**src/design/nrmc_pkg.sv**
```systemverilog
// Shared types, constants and helper functions for the NMEA RMC field extractor.
// Used by nrmc_front, nrmc_queue, nrmc_back and the top level; no dependencies.
package nrmc_pkg;

   // Byte ring geometry
   localparam int RING_DEPTH = 32;
   localparam int RING_IDX_W = $clog2(RING_DEPTH);

   // Decode queue between front and back
   localparam int QUEUE_DEPTH = 2;
   localparam int QPTR_W      = (QUEUE_DEPTH > 1) ? $clog2(QUEUE_DEPTH) : 1;
   localparam int QCOUNT_W    = $clog2(QUEUE_DEPTH + 1);

   // Digits carried per record
   localparam int NUM_DIGITS = 10;
   localparam int NUM_KINDS  = 4;

   typedef logic [7:0]            byte_type;
   typedef logic [3:0]            digit_type;
   typedef logic [RING_IDX_W-1:0] slot_type;

   typedef enum logic [1:0] {
      KIND_TIME = 2'd0,
      KIND_LAT  = 2'd1,
      KIND_LON  = 2'd2,
      KIND_DATE = 2'd3
   } record_kind_type;

   // ASCII codes
   localparam byte_type CHAR_DOLLAR = 8'h24;
   localparam byte_type CHAR_G      = 8'h47;
   localparam byte_type CHAR_P      = 8'h50;
   localparam byte_type CHAR_R      = 8'h52;
   localparam byte_type CHAR_M      = 8'h4D;
   localparam byte_type CHAR_N      = 8'h4E;
   localparam byte_type CHAR_W      = 8'h57;
   localparam byte_type CHAR_ZERO   = 8'h30;
   localparam byte_type CHAR_NINE   = 8'h39;

   // Sentence positions at which a record is complete
   localparam logic [7:0] POS_TIME = 8'd8;
   localparam logic [7:0] POS_LAT  = 8'd26;
   localparam logic [7:0] POS_LON  = 8'd39;
   localparam logic [7:0] POS_DATE = 8'd58;

   localparam slot_type SLOT_LAT_HEMI = slot_type'(25);
   localparam slot_type SLOT_LON_HEMI = slot_type'(6);

   localparam logic [11:0] YEAR_BASE = 12'd2000;

   // Ring slots feeding each digit position, per record kind
   typedef slot_type  slot_map_type [NUM_KINDS][NUM_DIGITS];
   typedef logic [3:0] used_map_type [NUM_KINDS];

   localparam slot_map_type DIGIT_SLOTS = '{
      '{5'd2,  5'd3,  5'd4,  5'd5,  5'd6,  5'd7,  5'd0,  5'd0,  5'd0, 5'd0},
      '{5'd15, 5'd16, 5'd17, 5'd18, 5'd20, 5'd21, 5'd22, 5'd23, 5'd0, 5'd0},
      '{5'd27, 5'd28, 5'd29, 5'd30, 5'd31, 5'd1,  5'd2,  5'd3,  5'd4, 5'd0},
      '{5'd20, 5'd21, 5'd22, 5'd23, 5'd24, 5'd25, 5'd0,  5'd0,  5'd0, 5'd0}
   };
   localparam used_map_type DIGITS_USED = '{4'd6, 4'd8, 4'd9, 4'd6};

   // One queued record: kind, digit values, any-bad flag, hemisphere
   typedef struct packed {
      record_kind_type                 kind;
      logic [NUM_DIGITS-1:0][3:0]      digits;
      logic                            bad;
      logic                            hemi;
   } queue_entry_type;

   typedef struct packed {
      logic full;
      logic empty;
   } queue_status_type;

   typedef struct packed {
      logic      bad;
      digit_type value;
   } digit_result_type;

   // ASCII digit to value; a non-digit is flagged and reads as zero
   function automatic digit_result_type decode_digit(byte_type b);
      digit_result_type r;
      r.bad   = (b < CHAR_ZERO) || (b > CHAR_NINE);
      r.value = r.bad ? 4'd0 : b[3:0];
      return r;
   endfunction

   // Two decimal digits to 0..99
   function automatic logic [6:0] pair_value(digit_type hi, digit_type lo);
      return 7'({hi, 3'b000}) + 7'({hi, 1'b0}) + 7'(lo);
   endfunction

endpackage

```
**src/design/nrmc_front.sv**
```systemverilog
// Front end: byte ring, position count, header detection and digit classification.
// Depends on nrmc_pkg; pushes one queue_entry_type per completed record.
module nrmc_front
   import nrmc_pkg::*;
(
   input  logic             clock,
   input  logic             reset,
   input  logic             req_valid,
   output logic             req_ready,
   input  byte_type         req_rx_byte,
   input  queue_status_type q_status,
   output logic             push,
   output queue_entry_type  push_entry
);

   byte_type        ring_ff [RING_DEPTH];
   byte_type        ring_in [RING_DEPTH];
   logic [7:0]      pos_ff;
   logic [7:0]      pos_in;
   logic            active_ff;
   logic            active_in;
   logic            accept;
   logic            header_hit;
   logic            active_eff;
   logic            fire;
   record_kind_type kind;
   slot_type        wr_slot;
   logic [RING_DEPTH-1:0] pre_hdr;
   logic [NUM_DIGITS-1:0][3:0] cand_digits [NUM_KINDS];
   logic [NUM_KINDS-1:0]       cand_bad;

   assign req_ready = !q_status.full;
   assign accept    = req_valid && req_ready;
   assign wr_slot   = pos_ff[RING_IDX_W-1:0];

   // Ring after this transaction's write
   always_comb begin
      for (int i = 0; i < RING_DEPTH; i++) begin
         ring_in[i] = (accept && wr_slot == slot_type'(i)) ? req_rx_byte : ring_ff[i];
      end
   end

   // Per-slot "$GPR" seen in the four slots below it
   always_comb begin
      for (int i = 0; i < RING_DEPTH; i++) begin
         pre_hdr[i] = (ring_ff[slot_type'(i - 4)] == CHAR_DOLLAR) &&
                      (ring_ff[slot_type'(i - 3)] == CHAR_G) &&
                      (ring_ff[slot_type'(i - 2)] == CHAR_P) &&
                      (ring_ff[slot_type'(i - 1)] == CHAR_R);
      end
   end

   assign header_hit = (req_rx_byte == CHAR_M) && pre_hdr[wr_slot];
   assign active_eff = header_hit || active_ff;

   // Position and record trigger
   always_comb begin
      pos_in = header_hit ? 8'd0 : pos_ff + 8'd1;
      fire   = 1'b0;
      kind   = KIND_TIME;
      if (active_eff) begin
         unique case (pos_in)
            POS_TIME: begin fire = 1'b1; kind = KIND_TIME; end
            POS_LAT:  begin fire = 1'b1; kind = KIND_LAT;  end
            POS_LON:  begin fire = 1'b1; kind = KIND_LON;  end
            POS_DATE: begin fire = 1'b1; kind = KIND_DATE; end
            default:  begin fire = 1'b0; kind = KIND_TIME; end
         endcase
      end
      active_in = active_eff && !(fire && kind == KIND_DATE);
   end

   // Digit candidates for every kind, from fixed slots
   always_comb begin
      digit_result_type dr;
      for (int k = 0; k < NUM_KINDS; k++) begin
         cand_digits[k] = '0;
         cand_bad[k]    = 1'b0;
         for (int j = 0; j < NUM_DIGITS; j++) begin
            dr = decode_digit(ring_in[DIGIT_SLOTS[k][j]]);
            if (4'(j) < DIGITS_USED[k]) begin
               cand_digits[k][j] = dr.value;
               cand_bad[k]       = cand_bad[k] | dr.bad;
            end
         end
      end
   end

   // Queue entry for the triggered kind
   always_comb begin
      push_entry.kind   = kind;
      push_entry.digits = cand_digits[kind];
      push_entry.bad    = cand_bad[kind];
      unique case (kind)
         KIND_LAT: push_entry.hemi = (ring_in[SLOT_LAT_HEMI] == CHAR_N);
         KIND_LON: push_entry.hemi = (ring_in[SLOT_LON_HEMI] == CHAR_W);
         default:  push_entry.hemi = 1'b0;
      endcase
   end

   assign push = accept && fire;

   // State registers
   always_ff @(posedge clock) begin
      if (reset) begin
         pos_ff    <= 8'd0;
         active_ff <= 1'b0;
         for (int i = 0; i < RING_DEPTH; i++) begin
            ring_ff[i] <= '0;
         end
      end else if (accept) begin
         pos_ff    <= pos_in;
         active_ff <= active_in;
         ring_ff   <= ring_in;
      end
   end

   // Header restarts the sentence
   assert property (@(posedge clock) disable iff (reset)
      (accept && header_hit) |=> (pos_ff == 8'd0 && active_ff))
      else $error("header did not restart the sentence");

   // Never push into a full queue
   assert property (@(posedge clock) disable iff (reset)
      push |-> !q_status.full)
      else $error("push while queue full");

endmodule

```
**src/design/nrmc_queue.sv**
```systemverilog
// Short FIFO of decoded-digit records between front and back.
// Depends on nrmc_pkg for the entry type and depth.
module nrmc_queue
   import nrmc_pkg::*;
(
   input  logic             clock,
   input  logic             reset,
   input  logic             push,
   input  queue_entry_type  push_entry,
   input  logic             pop,
   output queue_entry_type  head_entry,
   output queue_status_type status
);

   queue_entry_type       entry_ff [QUEUE_DEPTH];
   logic [QPTR_W-1:0]     wr_ptr_ff;
   logic [QPTR_W-1:0]     wr_ptr_in;
   logic [QPTR_W-1:0]     rd_ptr_ff;
   logic [QPTR_W-1:0]     rd_ptr_in;
   logic [QCOUNT_W-1:0]   count_ff;
   logic [QCOUNT_W-1:0]   count_in;
   logic                  do_push;
   logic                  do_pop;

   assign status.full  = (count_ff == QCOUNT_W'(QUEUE_DEPTH));
   assign status.empty = (count_ff == '0);
   assign do_push      = push && !status.full;
   assign do_pop       = pop && !status.empty;
   assign head_entry   = entry_ff[rd_ptr_ff];

   // Pointer and occupancy update
   always_comb begin
      wr_ptr_in = wr_ptr_ff;
      rd_ptr_in = rd_ptr_ff;
      count_in  = count_ff;
      if (do_push) begin
         wr_ptr_in = (wr_ptr_ff == QPTR_W'(QUEUE_DEPTH - 1)) ? '0 : wr_ptr_ff + QPTR_W'(1);
      end
      if (do_pop) begin
         rd_ptr_in = (rd_ptr_ff == QPTR_W'(QUEUE_DEPTH - 1)) ? '0 : rd_ptr_ff + QPTR_W'(1);
      end
      if (do_push && !do_pop) begin
         count_in = count_ff + QCOUNT_W'(1);
      end else if (do_pop && !do_push) begin
         count_in = count_ff - QCOUNT_W'(1);
      end
   end

   always_ff @(posedge clock) begin
      if (reset) begin
         wr_ptr_ff <= '0;
         rd_ptr_ff <= '0;
         count_ff  <= '0;
      end else begin
         wr_ptr_ff <= wr_ptr_in;
         rd_ptr_ff <= rd_ptr_in;
         count_ff  <= count_in;
      end
   end

   // Entry storage
   always_ff @(posedge clock) begin
      if (do_push) begin
         entry_ff[wr_ptr_ff] <= push_entry;
      end
   end

   // Occupancy stays within depth
   assert property (@(posedge clock) disable iff (reset)
      count_ff <= QCOUNT_W'(QUEUE_DEPTH))
      else $error("queue count overflow");

endmodule

```
**src/design/nrmc_back.sv**
```systemverilog
// Back end: turns queued digit records into field values and holds the result register.
// Depends on nrmc_pkg; takes the UTC hour offset from the top level.
module nrmc_back
   import nrmc_pkg::*;
(
   input  logic             clock,
   input  logic             reset,
   input  logic signed [5:0] utc_offset,
   input  queue_entry_type  head_entry,
   input  queue_status_type q_status,
   output logic             pop,
   output logic             rsp_valid,
   input  logic             rsp_ready,
   output logic [1:0]       rsp_record_kind,
   output logic [9:0]       rsp_value_a,
   output logic [6:0]       rsp_value_b,
   output logic [11:0]      rsp_value_c,
   output logic [6:0]       rsp_value_d,
   output logic             rsp_hemisphere,
   output logic             rsp_format_error
);

   logic            valid_ff;
   record_kind_type kind_ff;
   logic [9:0]      value_a_ff;
   logic [9:0]      value_a_in;
   logic [6:0]      value_b_ff;
   logic [6:0]      value_b_in;
   logic [11:0]     value_c_ff;
   logic [11:0]     value_c_in;
   logic [6:0]      value_d_ff;
   logic [6:0]      value_d_in;
   logic            hemi_ff;
   logic            error_ff;
   logic [6:0]      pair01;
   logic [6:0]      pair23;
   logic [6:0]      pair34;
   logic [6:0]      pair45;
   logic [6:0]      pair56;
   logic [6:0]      pair67;
   logic [6:0]      pair78;
   logic [8:0]      hour_sum;
   logic [8:0]      hour_r1;
   logic [8:0]      hour_r2;
   logic [8:0]      hour_r3;
   logic [9:0]      lon_deg;

   assign pop = !q_status.empty && (!valid_ff || rsp_ready);

   assign pair01 = pair_value(head_entry.digits[0], head_entry.digits[1]);
   assign pair23 = pair_value(head_entry.digits[2], head_entry.digits[3]);
   assign pair34 = pair_value(head_entry.digits[3], head_entry.digits[4]);
   assign pair45 = pair_value(head_entry.digits[4], head_entry.digits[5]);
   assign pair56 = pair_value(head_entry.digits[5], head_entry.digits[6]);
   assign pair67 = pair_value(head_entry.digits[6], head_entry.digits[7]);
   assign pair78 = pair_value(head_entry.digits[7], head_entry.digits[8]);

   // Hour plus offset, biased by 48 to stay positive, then reduced modulo 24
   always_comb begin
      hour_sum = 9'(pair01) + 9'({{3{utc_offset[5]}}, utc_offset}) + 9'd48;
      hour_r1  = (hour_sum >= 9'd96) ? hour_sum - 9'd96 : hour_sum;
      hour_r2  = (hour_r1 >= 9'd48) ? hour_r1 - 9'd48 : hour_r1;
      hour_r3  = (hour_r2 >= 9'd24) ? hour_r2 - 9'd24 : hour_r2;
   end

   // Three-digit longitude degrees
   assign lon_deg = 10'(pair01) * 10'd10 + 10'(head_entry.digits[2]);

   // Field values per kind, zeroed on a bad digit
   always_comb begin
      value_d_in = 7'd0;
      unique case (head_entry.kind)
         KIND_TIME: begin
            value_a_in = 10'(hour_r3);
            value_b_in = pair23;
            value_c_in = 12'(pair45);
         end
         KIND_LAT: begin
            value_a_in = 10'(pair01);
            value_b_in = pair23;
            value_c_in = 12'(pair45);
            value_d_in = pair67;
         end
         KIND_LON: begin
            value_a_in = lon_deg;
            value_b_in = pair34;
            value_c_in = 12'(pair56);
            value_d_in = pair78;
         end
         KIND_DATE: begin
            value_a_in = 10'(pair01);
            value_b_in = pair23;
            value_c_in = 12'(pair45) + YEAR_BASE;
         end
      endcase
      if (head_entry.bad) begin
         value_a_in = '0;
         value_b_in = '0;
         value_c_in = '0;
         value_d_in = '0;
      end
   end

   // Result register
   always_ff @(posedge clock) begin
      if (reset) begin
         valid_ff <= 1'b0;
      end else if (pop) begin
         valid_ff <= 1'b1;
      end else if (rsp_ready) begin
         valid_ff <= 1'b0;
      end
   end

   always_ff @(posedge clock) begin
      if (pop) begin
         kind_ff    <= head_entry.kind;
         value_a_ff <= value_a_in;
         value_b_ff <= value_b_in;
         value_c_ff <= value_c_in;
         value_d_ff <= value_d_in;
         hemi_ff    <= head_entry.hemi;
         error_ff   <= head_entry.bad;
      end
   end

   assign rsp_valid        = valid_ff;
   assign rsp_record_kind  = kind_ff;
   assign rsp_value_a      = value_a_ff;
   assign rsp_value_b      = value_b_ff;
   assign rsp_value_c      = value_c_ff;
   assign rsp_value_d      = value_d_ff;
   assign rsp_hemisphere   = hemi_ff;
   assign rsp_format_error = error_ff;

   // Wrapped hour always lands in 0..23
   assert property (@(posedge clock) disable iff (reset)
      (valid_ff && kind_ff == KIND_TIME) |-> (value_a_ff < 10'd24))
      else $error("hour out of range");

   // A bad digit clears every value field
   assert property (@(posedge clock) disable iff (reset)
      (valid_ff && error_ff) |->
         (value_a_ff == '0 && value_b_ff == '0 && value_c_ff == '0 && value_d_ff == '0))
      else $error("values not cleared on format error");

endmodule

```
**src/design/nmea_rmc_field_extractor.sv**
```systemverilog
// Top level of the NMEA RMC field extractor: offset register, front, queue, back.
// Depends on nrmc_pkg, nrmc_front, nrmc_queue and nrmc_back.
//
//   port group   direction  handshake          payload
//   req_         in         req_valid/ready    req_rx_byte (8b)
//   rsp_         out        rsp_valid/ready    kind, value_a..d, hemisphere, format_error
//   csr_         in         csr_wr_en          csr_utc_offset_hours (6b signed)
//
// One byte is accepted per cycle while req_ready is high; the byte that completes a
// record writes it into the queue, and from there it is loaded into the result register.
// Reset is synchronous and clears ring, position, active flag, queue and offset.
// req_ready drops only while the two-entry record queue is full, i.e. when the
// result register has been stalled by rsp_ready long enough for two records to wait.
module nmea_rmc_field_extractor
   import nrmc_pkg::*;
(
   input  logic              clock,
   input  logic              reset,
   input  logic              req_valid,
   output logic              req_ready,
   input  logic [7:0]        req_rx_byte,
   output logic              rsp_valid,
   input  logic              rsp_ready,
   output logic [1:0]        rsp_record_kind,
   output logic [9:0]        rsp_value_a,
   output logic [6:0]        rsp_value_b,
   output logic [11:0]       rsp_value_c,
   output logic [6:0]        rsp_value_d,
   output logic              rsp_hemisphere,
   output logic              rsp_format_error,
   input  logic              csr_wr_en,
   input  logic signed [5:0] csr_utc_offset_hours
);

   logic signed [5:0] offset_ff;
   logic              push;
   logic              pop;
   queue_entry_type   push_entry;
   queue_entry_type   head_entry;
   queue_status_type  q_status;

   // UTC offset register
   always_ff @(posedge clock) begin
      if (reset) begin
         offset_ff <= '0;
      end else if (csr_wr_en) begin
         offset_ff <= csr_utc_offset_hours;
      end
   end

   nrmc_front u_front (
      .clock       (clock),
      .reset       (reset),
      .req_valid   (req_valid),
      .req_ready   (req_ready),
      .req_rx_byte (req_rx_byte),
      .q_status    (q_status),
      .push        (push),
      .push_entry  (push_entry)
   );

   nrmc_queue u_queue (
      .clock      (clock),
      .reset      (reset),
      .push       (push),
      .push_entry (push_entry),
      .pop        (pop),
      .head_entry (head_entry),
      .status     (q_status)
   );

   nrmc_back u_back (
      .clock            (clock),
      .reset            (reset),
      .utc_offset       (offset_ff),
      .head_entry       (head_entry),
      .q_status         (q_status),
      .pop              (pop),
      .rsp_valid        (rsp_valid),
      .rsp_ready        (rsp_ready),
      .rsp_record_kind  (rsp_record_kind),
      .rsp_value_a      (rsp_value_a),
      .rsp_value_b      (rsp_value_b),
      .rsp_value_c      (rsp_value_c),
      .rsp_value_d      (rsp_value_d),
      .rsp_hemisphere   (rsp_hemisphere),
      .rsp_format_error (rsp_format_error)
   );

endmodule
```
**config.mk**
```make
export PLATFORM = sky130hd
export DESIGN_NAME = nmea_rmc_field_extractor
export DESIGN_NICKNAME = d
export VERILOG_FILES = /design/src/design/nrmc_pkg.sv /design/src/design/nrmc_front.sv /design/src/design/nrmc_queue.sv /design/src/design/nrmc_back.sv /design/src/design/nmea_rmc_field_extractor.sv
export SDC_FILE = /design/constraint.sdc
export NUM_CORES = 1
export LEC_CHECK = 0
export ABC_AREA = 1
export BUFFER_PORTS_ARGS = -buffer_cell sky130_fd_sc_hd__buf_2
export CAP_MARGIN = 30
export CORE_MARGIN = 4
export CORE_UTILIZATION = 61
export DETAILED_ROUTE_END_ITERATION = 7
export PLACE_DENSITY = 0.78
export REMOVE_ABC_BUFFERS = 1
export SLEW_MARGIN = 20
export SYNTH_ARGS = -nofsm -noshare
export SYNTH_HDL_FRONTEND = slang
export SYNTH_SLANG_ARGS = --single-unit
```
**constraint.sdc**
```tcl
create_clock -name clock -period 12.99 [get_ports clock]
set_clock_uncertainty 0.05 [all_clocks]
set_input_delay 0.6495 -clock clock [delete_from_list [all_inputs] [get_ports clock]]
set_output_delay 0.6495 -clock clock [all_outputs]
set_load 0.005 [all_outputs]
```
==> results.sh, run 1 <==
export IMPL_status="completed"
export IMPL_hold_path_class="input pin to register"
export IMPL_worst_ep_required_time_ns=13.34
export IMPL_whs_ns=0.248
export IMPL_start_kind="register"
export IMPL_worstMarginPinSlew_ns=1.03
export IMPL_grt_pass1_wl_mm=111
export IMPL_drive_gt1_frac=0.0642
export IMPL_relSlewSlack=0.311
export IMPL_max_stage_delay_ns=0.42
export IMPL_io_pins=61
export IMPL_fin_nets=3427
export IMPL_finalSetupViolations=0
export IMPL_crit_slowest_cell="fa_1"
export IMPL_cp_end_kind="register"
export IMPL_ys_seq_area_frac=0.402
export IMPL_cts_hold_buf=0
export IMPL_wl_per_cell_um=18.8
export IMPL_yosysTopAreaCellShare=0.245
export IMPL_die_area_um2=40200
export IMPL_clk_latency_ns=0.58
export IMPL_dp_hpwl_mm=50.9
export IMPL_h_tree_depth=2
export IMPL_start_util=0.618
export IMPL_cap_viol_max_count=0
export IMPL_rows=70
export IMPL_cts_buffers=44
export IMPL_drtPass1Iterations=7
export IMPL_core_area_um2=36600
export IMPL_syn_to_final_growth_pct=8.68
export IMPL_antenna_found_initial=0
export IMPL_die_y_um=201
export IMPL_finalHoldViolCount=0
export IMPL_crit_fanout=41
export IMPL_tns_ns=0
export IMPL_netlist_area_um2=22600
export IMPL_synthFlopType="dfxtp_1"
export IMPL_syn_inst=3284
export IMPL_track_usage=0.344
export IMPL_path_class="register to register"
export IMPL_drc=0
export IMPL_synth_edf_count=118
export IMPL_portBuffers=60
export IMPL_drv_slew=0
export IMPL_period_share=0.517
export IMPL_synth_largest_area_cell="dfxtp_1"
export IMPL_avgViaCountPerCell=5.76
export IMPL_ctsResizeCount=0
export IMPL_antennaDiodeCount=0
export IMPL_grt_max_degree=107
export IMPL_cts_root_buf="clkbuf_16"
export IMPL_synth_seq_cells=395
export IMPL_dr_total_vias=21900
export IMPL_cts_sinks=395
export IMPL_rrSetupSlack_ns=6.28
export IMPL_ant_nets=0
export IMPL_drt_initial_drc_count=2130
export IMPL_wl_mm=71.3
export IMPL_first_global_vias=20800
export IMPL_gp_congestion=1.02
export IMPL_yosysWarningCount=0
export IMPL_cts_path_max_buffers=3
export IMPL_avgSynthCellArea_um2=6.88
export IMPL_post_cts_setup_buffers=0
export IMPL_max_freq_ghz=0.149
export IMPL_min_period_ns=6.71
export IMPL_cts_tree="yes"
export IMPL_rsz0062_at_grt="false"
export IMPL_critPathArrivalTime_ns=7.06
export IMPL_grt_overflow=0
export IMPL_async_flop_share=0
export IMPL_chipWidth_um=201
export IMPL_synth_area_leaders="dfxtp_1 (25%), edfxtp_1 (16%), nand2_1 (14%)"
export IMPL_synth_cell_types=51
export IMPL_clkTransAtPathRegs_ns=0.06
worst paths after layout:
check / from / endpoint / cells past startpoint
max: register / u_back.rsp_value_a[7] / 34
min: csr_utc_offset_hours[0] / offset_ff[0] / 3
max reg2reg: register / u_back.rsp_value_a[7] / 34
min reg2reg: u_front.ring_ff[187] / u_front.ring_ff[187] / 2
placed cells by master, fill, tap and decap left out, types with 33 or more instances in the layout:
cell type / netlist / layout
clkbuf_16: 0 / 45
nand2_1: 871 / 871
a21oi_1: 197 / 196
nor3_1: 49 / 48
nor2_1: 587 / 586
edfxtp_1: 118 / 118
dfxtp_1: 277 / 277
ha_1: 94 / 94
o21ai_0: 308 / 308
nand4_1: 33 / 33
buf_2: 19 / 60
nand3_1: 108 / 108
inv_1: 355 / 354
critical path, delay by kind of cell, from the launching register on:
| kind | cells | cell delay [ns] |
|---|---|---|
| adders and majority gates | 8 | 2.24 |
| DFF | 1 | 0.31 |
| xor gates and xnor gates | 2 | 0.64 |
| and+or+nand+nor | 12 | 1.22 |
| buffers and inverters | 8 | 1.21 |
| AOI/OAI and AO/OA | 4 | 0.82 |
kinds of logic (layout without fill, tap and decap cells):
group / Yosys count / count (layout) / share of synthesized area
and+or+nand+nor: 1721 / 1721 / 0.311
AOI/OAI and AO/OA: 546 / 546 / 0.124
buffers and inverters: 487 / 535 / 0.0871
DFF: 395 / 395 / 0.402
adders and majority gates: 111 / 111 / 0.0671
xor gates and xnor gates: 23 / 23 / 0.00891
muxes: 1 / 1 / 0.000443
synthesized netlist by cell type, types with 4 or more instances:
cell,instances
fa_1,17
nand3_2,5
nand3b_1,6
nand2_2,7
edfxtp_1,118
a31oi_1,8
a21oi_1,197
nor2_2,4
nor3_1,49
nand2_1,871
clkbuf_1,78
nor4_1,16
dfxtp_1,277
inv_1,355
ha_1,94
clkinv_1,4
nor3_2,5
buf_4,8
or2_2,17
a211oi_1,5
a21o_1,4
xor2_1,15
o21ai_0,308
inv_2,6
xnor2_1,8
o22ai_1,4
nor2_1,587
buf_6,11
nand4_1,33
o21ai_1,10
buf_1,4
nand3_1,108
buf_2,19
routing by layer:
layer / vias to the layer above / global-route usage / routed length (um)
li1: 10600 / - / -
met1: 10000 / 0.428 / 28100
met2: 1026 / 0.574 / 32800
met3: 263 / 0.0574 / 6080
met4: 0 / 0.183 / 4250
met5: - / 0 / 0
state kept, by name, summed over array words and instances (netlist names), named ones only:
signal,flops
u_queue.count_ff,2
u_back.rsp_value_d,7
u_back.rsp_format_error,1
offset_ff,6
u_queue.wr_ptr_ff,1
u_back.rsp_valid,1
u_front.active_ff,1
u_back.rsp_hemisphere,1
u_front.ring_ff,256
u_back.rsp_value_c,10
u_queue.rd_ptr_ff,1
u_back.rsp_record_kind,2
u_back.rsp_value_a,10
u_front.pos_ff,8
u_queue.entry_ff,80
u_back.rsp_value_b,7
layout make-up:
class | count | area, um^2
fill | 3225 | 12000
multi-input combinational | 2402 | 11600
sequential | 395 | 9090
inverter | 367 | 1380
clock buffer | 64 | 1270
tap | 468 | 586
timing repair buffer | 87 | 527
clock inverter | 17 | 143
metrics by stage:
stage / util / worst slack [ns] / cell area [um^2] / instances
after CTS: 0.671 / 6.38 / 24600 / 3797
final: 0.671 / 6.28 / 24600 / 3800
after global placement: 0.631 / 6.67 / 23100 / 3713
after detailed placement: 0.632 / 6.39 / 23100 / 3716
after floorplan: - / 6.28 / 22000 / 3164
after global routing: 0.671 / 5.60 / 24600 / 3800
Power of run 1 is left out: the tool's default activity adds up to more than one toggle a clock period on the data nets, which glitch-free logic cannot reach.
==> run 2, diff against run 1 <==
Clock period 12.99 ns to 6.75 ns, I/O delays scaled along.
==> run 2 against run 1 <==
Maximum frequency increased by 7.4%. Sequential cell count did not move. Clock-buffer cell count shrank 4. Setup slack worse by 5.8 ns. Routed wire length down 0.10%. Final cell count is 0.13% higher. Sequential share of layout area is 0.11 points lower. Via count is 0.53% lower.
==> results.sh, run 2 (synthesis results as in run 1) <==
export IMPL_status="completed"
export IMPL_stdcell_count=3805
export IMPL_cts_root_buf="clkbuf_16"
export IMPL_die_y_um=201
export IMPL_fill_cells=3256
export IMPL_worstHoldStart="csr_wr_en"
export IMPL_critical_path_top_delay_family="adder cells"
export IMPL_grt_max_degree=111
export IMPL_worstMarginPinSlew_ns=0.997
export IMPL_drtPass1Iterations=6
export IMPL_finalHoldViolCount=0
export IMPL_drc=0
export IMPL_start_kind="register"
export IMPL_largest_reg_flops=256
export IMPL_worst_ep_required_time_ns=7.09
export IMPL_critPathArrivalTime_ns=6.59
export IMPL_final_cell_mix="nand2_1 (871), nor2_1 (586), inv_1 (354)"
export IMPL_cts_buffers=43
export IMPL_drv_slew=0
export IMPL_die_area_um2=40200
export IMPL_antennaDiodeCount=0
export IMPL_max_freq_ghz=0.160
export IMPL_timing_final_ws_setup_ns=0.503
export IMPL_hold_path_class="input pin to register"
export IMPL_chipWidth_um=201
export IMPL_post_cts_setup_buffers=0
export IMPL_h_tree_depth=2
export IMPL_crit_fanout=11
export IMPL_rows=70
export IMPL_antenna_found_initial=0
export IMPL_min_period_ns=6.25
export IMPL_io_pins=61
export IMPL_reg_top3="u_front.ring_ff (256), u_queue.entry_ff (80)"
export IMPL_clk_latency_ns=0.58
export IMPL_relSlewSlack=0.332
export IMPL_dp_cells=3721
export IMPL_track_usage=0.343
export IMPL_cap_viol_max_count=0
export IMPL_avgViaCountPerCell=5.72
export IMPL_gp_congestion=1.02
export IMPL_cp_end_kind="register"
export IMPL_fin_nets=3435
export IMPL_wl_per_cell_um=18.7
export IMPL_first_global_vias=20300
export IMPL_period_share=0.926
export IMPL_pre_cts_slack_ns=0.280
export IMPL_wl_mm=71.2
export IMPL_dp_hpwl_mm=51.9
export IMPL_regMostFlops="u_front.ring_ff"
export IMPL_cts_path_max_buffers=3
export IMPL_path_class="register to register"
export IMPL_drive_gt1_frac=0.0659
export IMPL_crit_slowest_cell="dfxtp_2"
export IMPL_ant_nets=0
export IMPL_cts_tree="yes"
export IMPL_finalSetupViolations=0
export IMPL_crit_buf_inv=7
export IMPL_layout_commonest_cell="nand2_1"
export IMPL_grt_overflow=0
export IMPL_max_stage_delay_ns=0.43
export IMPL_syn_to_final_growth_pct=9.04
export IMPL_final_util=0.673
export IMPL_start_util=0.618
export IMPL_drt_initial_drc_count=2310
export IMPL_portBuffers=60
export IMPL_grt_pass1_wl_mm=110
export IMPL_cts_sinks=395
export IMPL_dr_total_vias=21800
export IMPL_core_area_um2=36600
export IMPL_clkTransAtPathRegs_ns=0.06
## run 2: changes by cell type in the layout (fill, tap and decap cells not counted), sizes merged, moves of 2 or more
cell / change
clkbuf: -4
clkinv: -3
buf: +4
clkinvlp: +2
bufinv: +2
dlygate4sd3: +5
## run 2: what timing repair did
action                                  4_1_cts  5_1_grt
endpoints found under the setup margin        0        6
endpoints found under the hold margin         5        0
hold buffers                                  5        0
gates resized for setup                       0        4
## run 2: layout make-up
type	count	area (um^2)	area share
clock inverter	17	194	0.00787
multi-input combinational	2402	11600	0.470
tap	468	586	0.0238
timing repair buffer	96	593	0.0241
sequential	395	9090	0.369
inverter	367	1380	0.0560
clock buffer	60	1210	0.0491
## run 2: worst paths after layout
kind | to | slack [ns] | cells after the start
max reg2reg | u_back.rsp_value_a[8] | 0.50 | 33
max | u_back.rsp_value_a[8] | 0.50 | 33
min reg2reg | register | 0.40 | 1
min | offset_ff[2] | 0.03 | 3
## run 2: metal layers
| metal | global-route usage | share of wire | wire length [um] | up-vias |
|---|---|---|---|---|
| li1 | - | - | - | 10600 |
| met1 | 0.434 | 0.39 | 27800 | 9910 |
| met2 | 0.579 | 0.47 | 33300 | 1047 |
| met3 | 0.0489 | 0.086 | 6130 | 219 |
| met4 | 0.169 | 0.055 | 3930 | 0 |
| met5 | 0 | 0 | 0 | - |
## run 2: tightest hold or removal path, stage by stage
cell and delay, ns:
buf_2 0.11, o21ai_0 0.09, nor2_1 0.08
## run 2: stage by stage
step	area (um^2)	hold WS, ns	setup TNS, ns
2_1_floorplan	22000	0.360	0
3_3_place_gp	23100	0.387	0
3_5_place_dp	23200	0.398	0
4_1_cts	24600	0.00448	0
5_1_grt	24700	0.0444	-0.315
6_report	24700	0.0326	0
Power of run 2 is left out for the same reason.
